$ cat src/clipped_pixel_alpha_blend_unit_defines.svh
// ----------------------------------------------------------------------------
// Assertion macros for the clipped pixel alpha blend unit
// Shared property forms, clocked on clk and held off while rst_n is low.
// ----------------------------------------------------------------------------
`ifndef CLIPPED_PIXEL_ALPHA_BLEND_UNIT_DEFINES_SVH
`define CLIPPED_PIXEL_ALPHA_BLEND_UNIT_DEFINES_SVH

// The consequent must hold in the same cycle as the antecedent.
`define CLPAB_ASSERT_SAME(lbl, ante, cons, msg) \
  lbl: assert property (@(posedge clk) disable iff (!rst_n) (ante) |-> (cons)) \
    else $error(msg);

// The consequent must hold in the cycle after the antecedent.
`define CLPAB_ASSERT_NEXT(lbl, ante, cons, msg) \
  lbl: assert property (@(posedge clk) disable iff (!rst_n) (ante) |=> (cons)) \
    else $error(msg);

`endif

$ cat src/clpab_pkg.sv
// ----------------------------------------------------------------------------
// clpab_pkg
// Types, constants and the divide-by-255 helper for the alpha blend pipeline.
// ----------------------------------------------------------------------------
`timescale 1ns / 1ps
`default_nettype none

package clpab_pkg;

  localparam int unsigned CFG_W     = 13;
  localparam int unsigned POS_W     = 14;
  localparam int unsigned IDX_W     = 24;
  localparam int unsigned CFG_IDX_W = 1;

  localparam logic [31:0] OPAQUE_MAX = 32'h00FF_FFFF;
  localparam logic [7:0]  FULL_ALPHA = 8'hFF;

  typedef enum logic [CFG_IDX_W-1:0] {
    REG_FRAME_WIDTH  = 1'b0,
    REG_FRAME_HEIGHT = 1'b1
  } cfg_reg_t;

  typedef struct packed {
    logic        vis;
    logic [12:0] x;
    logic [23:0] idx_mul;
    logic [15:0] aprod;
    logic [23:0] fg_rgb;
    logic [23:0] bg_rgb;
  } s1_t;

  typedef struct packed {
    logic        vis;
    logic [23:0] idx;
    logic [7:0]  ea;
    logic [23:0] fg_rgb;
    logic [23:0] bg_rgb;
  } s2_t;

  // Exact floor(v / 255) for v up to 255 * 255.
  function automatic logic [7:0] div255(input logic [15:0] v);
    logic [16:0] t;
    t = {1'b0, v} + {9'b0, v[15:8]} + 17'd1;
    return t[15:8];
  endfunction

endpackage

`default_nettype wire

$ cat src/clpab_front.sv
// ----------------------------------------------------------------------------
// clpab_front
// First stage: colour decode, clipping, alpha product and row multiply.
// ----------------------------------------------------------------------------
`timescale 1ns / 1ps
`default_nettype none

module clpab_front import clpab_pkg::*; #(
  parameter int unsigned MAX_FRAME_DIM = 4096
) (
  input  wire logic                    clk,
  input  wire logic                    rst_n,
  input  wire logic                    en,
  input  wire logic                    valid_in,
  input  wire logic signed [POS_W-1:0] pos_x,
  input  wire logic signed [POS_W-1:0] pos_y,
  input  wire logic [31:0]             fg_color,
  input  wire logic [7:0]              coverage,
  input  wire logic [31:0]             background_pixel,
  input  wire logic [CFG_W-1:0]        frame_width,
  input  wire logic [CFG_W-1:0]        frame_height,
  output logic                         valid_out,
  output s1_t                          data_out
);

  logic             valid_r;
  s1_t              data_r;
  s1_t              data_nxt;
  logic [CFG_W-1:0] w_eff;
  logic [CFG_W-1:0] h_eff;
  logic             opaque;
  logic [7:0]       calpha;
  logic [25:0]      row_prod;

  always_comb begin
    w_eff = ({19'b0, frame_width} > 32'(MAX_FRAME_DIM)) ? CFG_W'(MAX_FRAME_DIM) : frame_width;
    h_eff = ({19'b0, frame_height} > 32'(MAX_FRAME_DIM)) ? CFG_W'(MAX_FRAME_DIM)
                                                         : frame_height;
    opaque = (fg_color <= OPAQUE_MAX);
    calpha = opaque ? FULL_ALPHA : fg_color[7:0];
    row_prod = {13'b0, pos_y[12:0]} * {13'b0, w_eff};

    data_nxt.vis     = (coverage != 8'd0) && (calpha != 8'd0) && !pos_x[13] && !pos_y[13]
                       && (pos_x[12:0] < w_eff) && (pos_y[12:0] < h_eff);
    data_nxt.x       = pos_x[12:0];
    data_nxt.idx_mul = row_prod[23:0];
    data_nxt.aprod   = {8'b0, coverage} * {8'b0, calpha};
    data_nxt.fg_rgb  = opaque ? fg_color[23:0] : fg_color[31:8];
    data_nxt.bg_rgb  = background_pixel[23:0];
  end

  always_ff @(posedge clk) begin
    if (!rst_n) begin
      valid_r <= 1'b0;
    end else if (en) begin
      valid_r <= valid_in;
    end
  end

  always_ff @(posedge clk) begin
    if (en) begin
      data_r <= data_nxt;
    end
  end

  assign valid_out = valid_r;
  assign data_out  = data_r;

endmodule

`default_nettype wire

$ cat src/clpab_alpha.sv
// ----------------------------------------------------------------------------
// clpab_alpha
// Second stage: effective alpha by divide-by-255 and final pixel index add.
// ----------------------------------------------------------------------------
`timescale 1ns / 1ps
`default_nettype none

module clpab_alpha import clpab_pkg::*; (
  input  wire logic clk,
  input  wire logic rst_n,
  input  wire logic en,
  input  wire logic valid_in,
  input  wire s1_t  data_in,
  output logic      valid_out,
  output s2_t       data_out
);

  logic valid_r;
  s2_t  data_r;
  s2_t  data_nxt;

  always_comb begin
    data_nxt.vis    = data_in.vis;
    data_nxt.idx    = data_in.idx_mul + {11'b0, data_in.x};
    data_nxt.ea     = div255(data_in.aprod);
    data_nxt.fg_rgb = data_in.fg_rgb;
    data_nxt.bg_rgb = data_in.bg_rgb;
  end

  always_ff @(posedge clk) begin
    if (!rst_n) begin
      valid_r <= 1'b0;
    end else if (en) begin
      valid_r <= valid_in;
    end
  end

  always_ff @(posedge clk) begin
    if (en) begin
      data_r <= data_nxt;
    end
  end

  assign valid_out = valid_r;
  assign data_out  = data_r;

endmodule

`default_nettype wire

$ cat src/clpab_mix.sv
// ----------------------------------------------------------------------------
// clpab_mix
// Third and fourth stages: per-channel weighted sums, then divide and output.
// ----------------------------------------------------------------------------
`timescale 1ns / 1ps
`default_nettype none

module clpab_mix import clpab_pkg::*; (
  input  wire logic    clk,
  input  wire logic    rst_n,
  input  wire logic    en_sum,
  input  wire logic    en_out,
  input  wire logic    valid_in,
  input  wire s2_t     data_in,
  output logic         sum_valid,
  output logic         valid_out,
  output logic         write_enable,
  output logic [23:0]  pixel_index,
  output logic [31:0]  new_pixel
);

  logic        sum_valid_r;
  logic        vis_r;
  logic [23:0] idx_r;
  logic [15:0] sum_r [3];
  logic [15:0] sum_nxt [3];
  logic [7:0]  ea_inv;

  logic        out_valid_r;
  logic        we_r;
  logic [23:0] idx_out_r;
  logic [31:0] pix_r;
  logic [31:0] pix_nxt;

  always_comb begin
    ea_inv = FULL_ALPHA - data_in.ea;
    for (int c = 0; c < 3; c++) begin
      sum_nxt[c] = ({8'b0, data_in.fg_rgb[8*c +: 8]} * {8'b0, data_in.ea})
                 + ({8'b0, data_in.bg_rgb[8*c +: 8]} * {8'b0, ea_inv});
    end
  end

  always_comb begin
    pix_nxt = {FULL_ALPHA, div255(sum_r[2]), div255(sum_r[1]), div255(sum_r[0])};
  end

  always_ff @(posedge clk) begin
    if (!rst_n) begin
      sum_valid_r <= 1'b0;
      out_valid_r <= 1'b0;
    end else begin
      if (en_sum) begin
        sum_valid_r <= valid_in;
      end
      if (en_out) begin
        out_valid_r <= sum_valid_r;
      end
    end
  end

  always_ff @(posedge clk) begin
    if (en_sum) begin
      vis_r <= data_in.vis;
      idx_r <= data_in.idx;
      sum_r <= sum_nxt;
    end
    if (en_out) begin
      we_r      <= vis_r;
      idx_out_r <= vis_r ? idx_r : 24'd0;
      pix_r     <= vis_r ? pix_nxt : 32'd0;
    end
  end

  assign sum_valid    = sum_valid_r;
  assign valid_out    = out_valid_r;
  assign write_enable = we_r;
  assign pixel_index  = idx_out_r;
  assign new_pixel    = pix_r;

endmodule

`default_nettype wire

$ cat src/clipped_pixel_alpha_blend_unit.sv
// ----------------------------------------------------------------------------
// Clipped pixel alpha blend unit
// Clips a pixel against the frame and blends it source-over onto the
// background, producing a write strobe, linear index and new pixel word.
//
// Usage: pixel beats enter on the in_ channel and leave on the out_ channel,
// both with valid and stall; a beat moves when valid is high and stall low.
// Every input beat gives exactly one output beat, in order. A rejected pixel
// leaves with write_enable low and zero index and pixel.
// The pipeline has four register stages: decode and multiply, alpha divide
// and index add, channel sums, channel divide into the output register.
// One beat is taken every cycle while the output is drained. Each stage
// advances when empty or when the stage after it advances, so bubbles are
// squeezed out under stall and nothing is lost. Frame width and height are
// written on the cfg_ channel (index 0 and 1); the user must do so only while
// the pipeline is empty, which the block does not enforce; cfg_ready is always
// high. Reset (rst_n low, synchronous) empties all stages and sets the frame
// to 1024 by 768. While out_stall holds, the output beat is kept unchanged.
// ----------------------------------------------------------------------------
`timescale 1ns / 1ps
`default_nettype none

`include "clipped_pixel_alpha_blend_unit_defines.svh"

module clipped_pixel_alpha_blend_unit import clpab_pkg::*; #(
  parameter int unsigned MAX_FRAME_DIM = 4096
) (
  input  wire logic                        clk,
  input  wire logic                        rst_n,
  input  wire logic                        in_valid,
  output logic                             in_stall,
  input  wire logic signed [POS_W-1:0]     in_pos_x,
  input  wire logic signed [POS_W-1:0]     in_pos_y,
  input  wire logic [31:0]                 in_fg_color,
  input  wire logic [7:0]                  in_coverage,
  input  wire logic [31:0]                 in_background_pixel,
  output logic                             out_valid,
  input  wire logic                        out_stall,
  output logic                             out_write_enable,
  output logic [IDX_W-1:0]                 out_pixel_index,
  output logic [31:0]                      out_new_pixel,
  input  wire logic                        cfg_valid,
  output logic                             cfg_ready,
  input  wire logic [CFG_IDX_W-1:0]        cfg_index,
  input  wire logic [CFG_W-1:0]            cfg_data
);

  logic [CFG_W-1:0] frame_width_r;
  logic [CFG_W-1:0] frame_height_r;

  logic v1;
  logic v2;
  logic v3;
  logic en1;
  logic en2;
  logic en3;
  logic en4;
  s1_t  s1;
  s2_t  s2;

  assign cfg_ready = 1'b1;

  always_ff @(posedge clk) begin
    if (!rst_n) begin
      frame_width_r  <= CFG_W'(1024);
      frame_height_r <= CFG_W'(768);
    end else if (cfg_valid && cfg_ready) begin
      unique case (cfg_reg_t'(cfg_index))
        REG_FRAME_WIDTH:  frame_width_r  <= cfg_data;
        REG_FRAME_HEIGHT: frame_height_r <= cfg_data;
        default:          frame_width_r  <= frame_width_r;
      endcase
    end
  end

  assign en4      = !out_valid || !out_stall;
  assign en3      = !v3 || en4;
  assign en2      = !v2 || en3;
  assign en1      = !v1 || en2;
  assign in_stall = !en1;

  clpab_front #(
    .MAX_FRAME_DIM(MAX_FRAME_DIM)
  ) u_front (
    .clk              (clk),
    .rst_n            (rst_n),
    .en               (en1),
    .valid_in         (in_valid),
    .pos_x            (in_pos_x),
    .pos_y            (in_pos_y),
    .fg_color         (in_fg_color),
    .coverage         (in_coverage),
    .background_pixel (in_background_pixel),
    .frame_width      (frame_width_r),
    .frame_height     (frame_height_r),
    .valid_out        (v1),
    .data_out         (s1)
  );

  clpab_alpha u_alpha (
    .clk       (clk),
    .rst_n     (rst_n),
    .en        (en2),
    .valid_in  (v1),
    .data_in   (s1),
    .valid_out (v2),
    .data_out  (s2)
  );

  clpab_mix u_mix (
    .clk          (clk),
    .rst_n        (rst_n),
    .en_sum       (en3),
    .en_out       (en4),
    .valid_in     (v2),
    .data_in      (s2),
    .sum_valid    (v3),
    .valid_out    (out_valid),
    .write_enable (out_write_enable),
    .pixel_index  (out_pixel_index),
    .new_pixel    (out_new_pixel)
  );

  `CLPAB_ASSERT_SAME(a_reject_zero, out_valid && !out_write_enable, (out_pixel_index == 24'd0) && (out_new_pixel == 32'd0), "rejected beat carries nonzero payload")
  `CLPAB_ASSERT_SAME(a_alpha_forced, out_valid && out_write_enable, out_new_pixel[31:24] == FULL_ALPHA, "written pixel alpha is not forced")
  `CLPAB_ASSERT_SAME(a_empty_out_accepts, !out_valid, !in_stall, "input stalled with empty output stage")
  `CLPAB_ASSERT_NEXT(a_stall_holds_pipe, out_valid && out_stall && v3 && v2 && v1, in_stall || !out_stall, "full pipeline took a beat under stall")

endmodule

`default_nettype wire

$ cat config.mk
export PLATFORM = sky130hd
export DESIGN_NAME = clipped_pixel_alpha_blend_unit
export DESIGN_NICKNAME = d
export VERILOG_FILES = /design/src/clpab_pkg.sv /design/src/clpab_front.sv /design/src/clpab_alpha.sv /design/src/clpab_mix.sv /design/src/clipped_pixel_alpha_blend_unit.sv
export VERILOG_INCLUDE_DIRS = /design/src /design/src/src
export SDC_FILE = /design/constraint.sdc
export NUM_CORES = 2
export LEC_CHECK = 0
export BUFFER_PORTS_ARGS = -buffer_cell sky130_fd_sc_hd__buf_2
export CORE_UTILIZATION = 50
export CTS_CLUSTER_DIAMETER = 30
export DETAILED_ROUTE_END_ITERATION = 10
export GPL_ROUTABILITY_DRIVEN = 0
export GPL_TIMING_DRIVEN = 0
export PLACE_DENSITY = 0.7
export SYNTH_ARGS = -nofsm -noshare
export SYNTH_HDL_FRONTEND = slang
export SYNTH_SLANG_ARGS = --single-unit
$ cat constraint.sdc
create_clock -name clk -period 5.6 [get_ports clk]
set_input_delay 0.56 -clock clk [delete_from_list [all_inputs] [get_ports clk]]
set_output_delay 0.56 -clock clk [all_outputs]
set_load 0.01 [all_outputs]
==> summary.md <==
| Metric | Value |
|---|---|
| # H-tree levels | 3 |
| RSZ-0062 raised after global routing | true |
| Worst hold path type | input pin to flip-flop |
| CP endpoint kind | flip-flop |
| Ys flop type | edfxtp_1 |
| Max Clk Rate | 0.174 GHz |
| Detail Route Antenna Nets | 0 |
| Vias per cell | 5.30 |
| Most frequent cells in the layout | inv_1, fa_1, ha_1, edfxtp_1, nand2_1 |
| Met3 Use GR | 0.0441 |
| Die width | 264 um |
| Final hold vios | 0 |
| Clock sinks | 335 |
| Met2 Track Usage GR | 0.419 |
| Initial Util | 0.508 |
| Final setup viols | 3 |
| Max FO, Critical Path | 6 |
| Synthesized cell area | 0.0343 mm^2 |
| Syn Inst Count | 3267 |
| Layout cell share with drive strength beyond 1 | 0.170 |
| Min cycle time layout | 5.74 ns |
| Post-synthesis cell type count | 67 |
| FP Rows | 95 |
| WL/cell | 18.4 um |
| Worst-skew pair later-pin latency | 0.62 ns |
| Most common cell after layout, fill and taps aside | inv_1 |
| Number of global-route vias before repair | 25324 |
| Grt peak-use layer | met2 |
| Syn avg cell area | 10.5 um^2 |
| Grt ovf | 0 |
| Startpoint Class | flip-flop |
| CTS root buf | clkbuf_16 |
| Synth-to-layout area growth | 19.3% |
| Initial antenna violation count | 1 |
| Total wire length | 82.9 mm |
| Clk slew on worst S/H paths | 0.05 ns |
| Dpl cells | 4314 |
| # hold bufs at CTS | 0 |
| Initial drt markers | 1502 |
| Fin worst setup slack | -0.136 ns |
| Reg2reg path depth | 19 |
| Layout net count | 4491 |
| Final Skew | 0.0663 ns |
| Via count | 23919 |
| Core area | 0.0675 mm^2 |
| Critical Path RT | 5.88 ns |
| Crit path DAT | 6.02 ns |
| FF-to-FF End | u_mix.sum_r[31] |
| First-pass DRT Iterations | 5 |
| CTS Buf Count | 73 |
| Synth Register Bits | 335 |
| Final Slew Violations | 0 |
| Die height | 264 um |
| Die ar. | 0.0696 mm^2 |
| Non-Filler Instances | 4512 |
| FFs w/ async S/R, synth | 0 |
| Failing checks | setup timing |
| Min-Delay Startpoint | in_background_pixel[10] |
| Number of diodes | 0 |
| Largest net degree at the start of global routing | 73 |
| First-pass GRT wire length | 134 mm |
| DRC errors left | 0 |
| Slew Limit Headroom | 0.327 |
| Period utilisation layout | 1.02 |
| Synth warn | 0 |
| Clock Path Buffers | 3 |
| Register area share after synthesis | 0.285 |
| Worst R2R Setup Slack | -0.14 ns |
| Max cap viols | 0 |
| RR Startpoint | u_alpha.data_out[50] |
| Worst Setup SP | u_alpha.data_out[50] |
| Tightest Pin Transition | 1.01 ns |
| Critical Path Sink | u_mix.sum_r[31] |
| Port Buffer Count | 168 |
| Number of synthesized flops with an enable pin | 305 |
| Met1 Use GR | 0.316 |
| Setup CP Type | flip-flop to flip-flop |
| HPWL after DPL | 62.7 mm |
| Status | finished, violations left |
| GRT Util Overall | 0.247 |
| CTS tree | built |
| Ports | 179 |
[critical path, stage by stage (launching register included)]
cell and delay (ns):
edfxtp_1 0.50, buf_6 0.17, clkbuf_8 0.15, nand2b_1 0.18, fa_1 0.45, fa_1 0.50
inv_1 0.06, fa_2 0.55, inv_1 0.06, fa_2 0.39, fa_2 0.54, inv_2 0.04
fa_2 0.44, ha_4 0.18, a21o_1 0.18, a21oi_2 0.17, o22ai_1 0.10, or3b_4 0.41
o31ai_4 0.22, xnor2_2 0.12
[flip-flops by register name, summed over array words and instances (netlist names), 13 cells and up]
| name | count |
|---|---|
| frame_height_r | 13 |
| u_mix.pixel_index | 24 |
| u_mix.sum_r | 48 |
| u_alpha.data_out | 81 |
| u_front.data_out | 102 |
| u_mix.idx_r | 24 |
| u_mix.new_pixel | 25 |
| frame_width_r | 13 |
[cell type report]
cell class | instances | area, um^2
Clock inverter | 55 | 737
Tap cell | 873 | 1090
Inverter | 631 | 2370
Sequential cell | 335 | 9760
Timing Repair Buffer | 241 | 1540
Buffer | 96 | 941
Clock buffer | 81 | 1880
Fill cell | 5530 | 26600
Multi-Input combinational cell | 2200 | 22600
[timing repair]
action                                  4_1_cts  5_1_grt
endpoints found under the setup margin       39       26
gates cloned                                  1        1
pin swaps                                    52       67
setup buffers                                59       11
resized for setup                           189      163
[cells in the mapped netlist (all sizes together), types with 5 or more instances]
master,n,area [um^2]
nor3,25,136
and3,10,62.6
inv,631,2370
a211oi,17,145
dfxtp,30,601
o21a,24,180
a31oi,9,56.3
nand4,13,81.3
nand2b,62,388
nor4,8,50.1
clkbuf,86,323
a21o,41,308
xnor2,82,718
o211ai,10,75.1
xor2,21,184
edfxtp,305,9160
or4,10,75.1
nor2,61,229
nor2b,192,1200
a21boi,27,203
o22ai,7,43.8
or3,14,92.6
ha,349,4370
mux2,19,214
o21bai,8,60.1
fa,445,8910
o21ai,87,439
a211o,8,70.1
and2,220,1380
o31a,5,43.8
or2,6,37.5
a21oi,69,345
o31ai,8,60.1
nand2,271,1020
buf,17,109
nand3,29,145
[cell families (layout without fill, tap and decap cells)]
logic type,Yosys count,count (layout),share of synthesized area
AOI/OAI and AO/OA,349,349,0.0679
xor gates and xnor gates,103,103,0.0263
adders and majority gates,794,794,0.387
buffers and inverters,734,1104,0.0817
DFF,335,335,0.285
muxes,21,21,0.00683
other,2,4,0.000219
and+or+nand+nor,929,929,0.145
[per-layer routing]
metal | wire [um] | vias up | share of wire
li1 | - | 11129 | -
met4 | 3030 | 2 | 0.037
met5 | 10 | - | 0.00012
met2 | 40000 | 753 | 0.48
met3 | 5210 | 170 | 0.063
met1 | 34600 | 11865 | 0.42
[how the worst min path moves through the flow]
stage                                      end  cells past startpoint
after floorplan            u_alpha.data_out[0]                      0
after global placement    u_alpha.data_out[30]                      0
after detailed placement  u_alpha.data_out[13]                      0
after CTS                  u_front.data_out[6]                      1
after global routing      u_front.data_out[16]                      1
final                     u_front.data_out[10]                      1
[through the flow]
stage                     area, um^2  utilization  setup WS (ns)  hold WS (ns)  TNS, ns
final                          40900        0.606         -0.136         0.123   -0.267
after global routing           40900        0.606         -0.271        0.0962    -1.37
after CTS                      40200        0.596         -0.104        0.0865   -0.187
after detailed placement       36300        0.538         -0.957         0.405   -25.82
after global placement         36200        0.537         -0.925         0.401   -76.77
after floorplan                34300            -        -0.0171         0.400  -0.0171
Power is left out: the tool's default activity adds up to more than one toggle a clock period on the data nets, which glitch-free logic cannot reach.
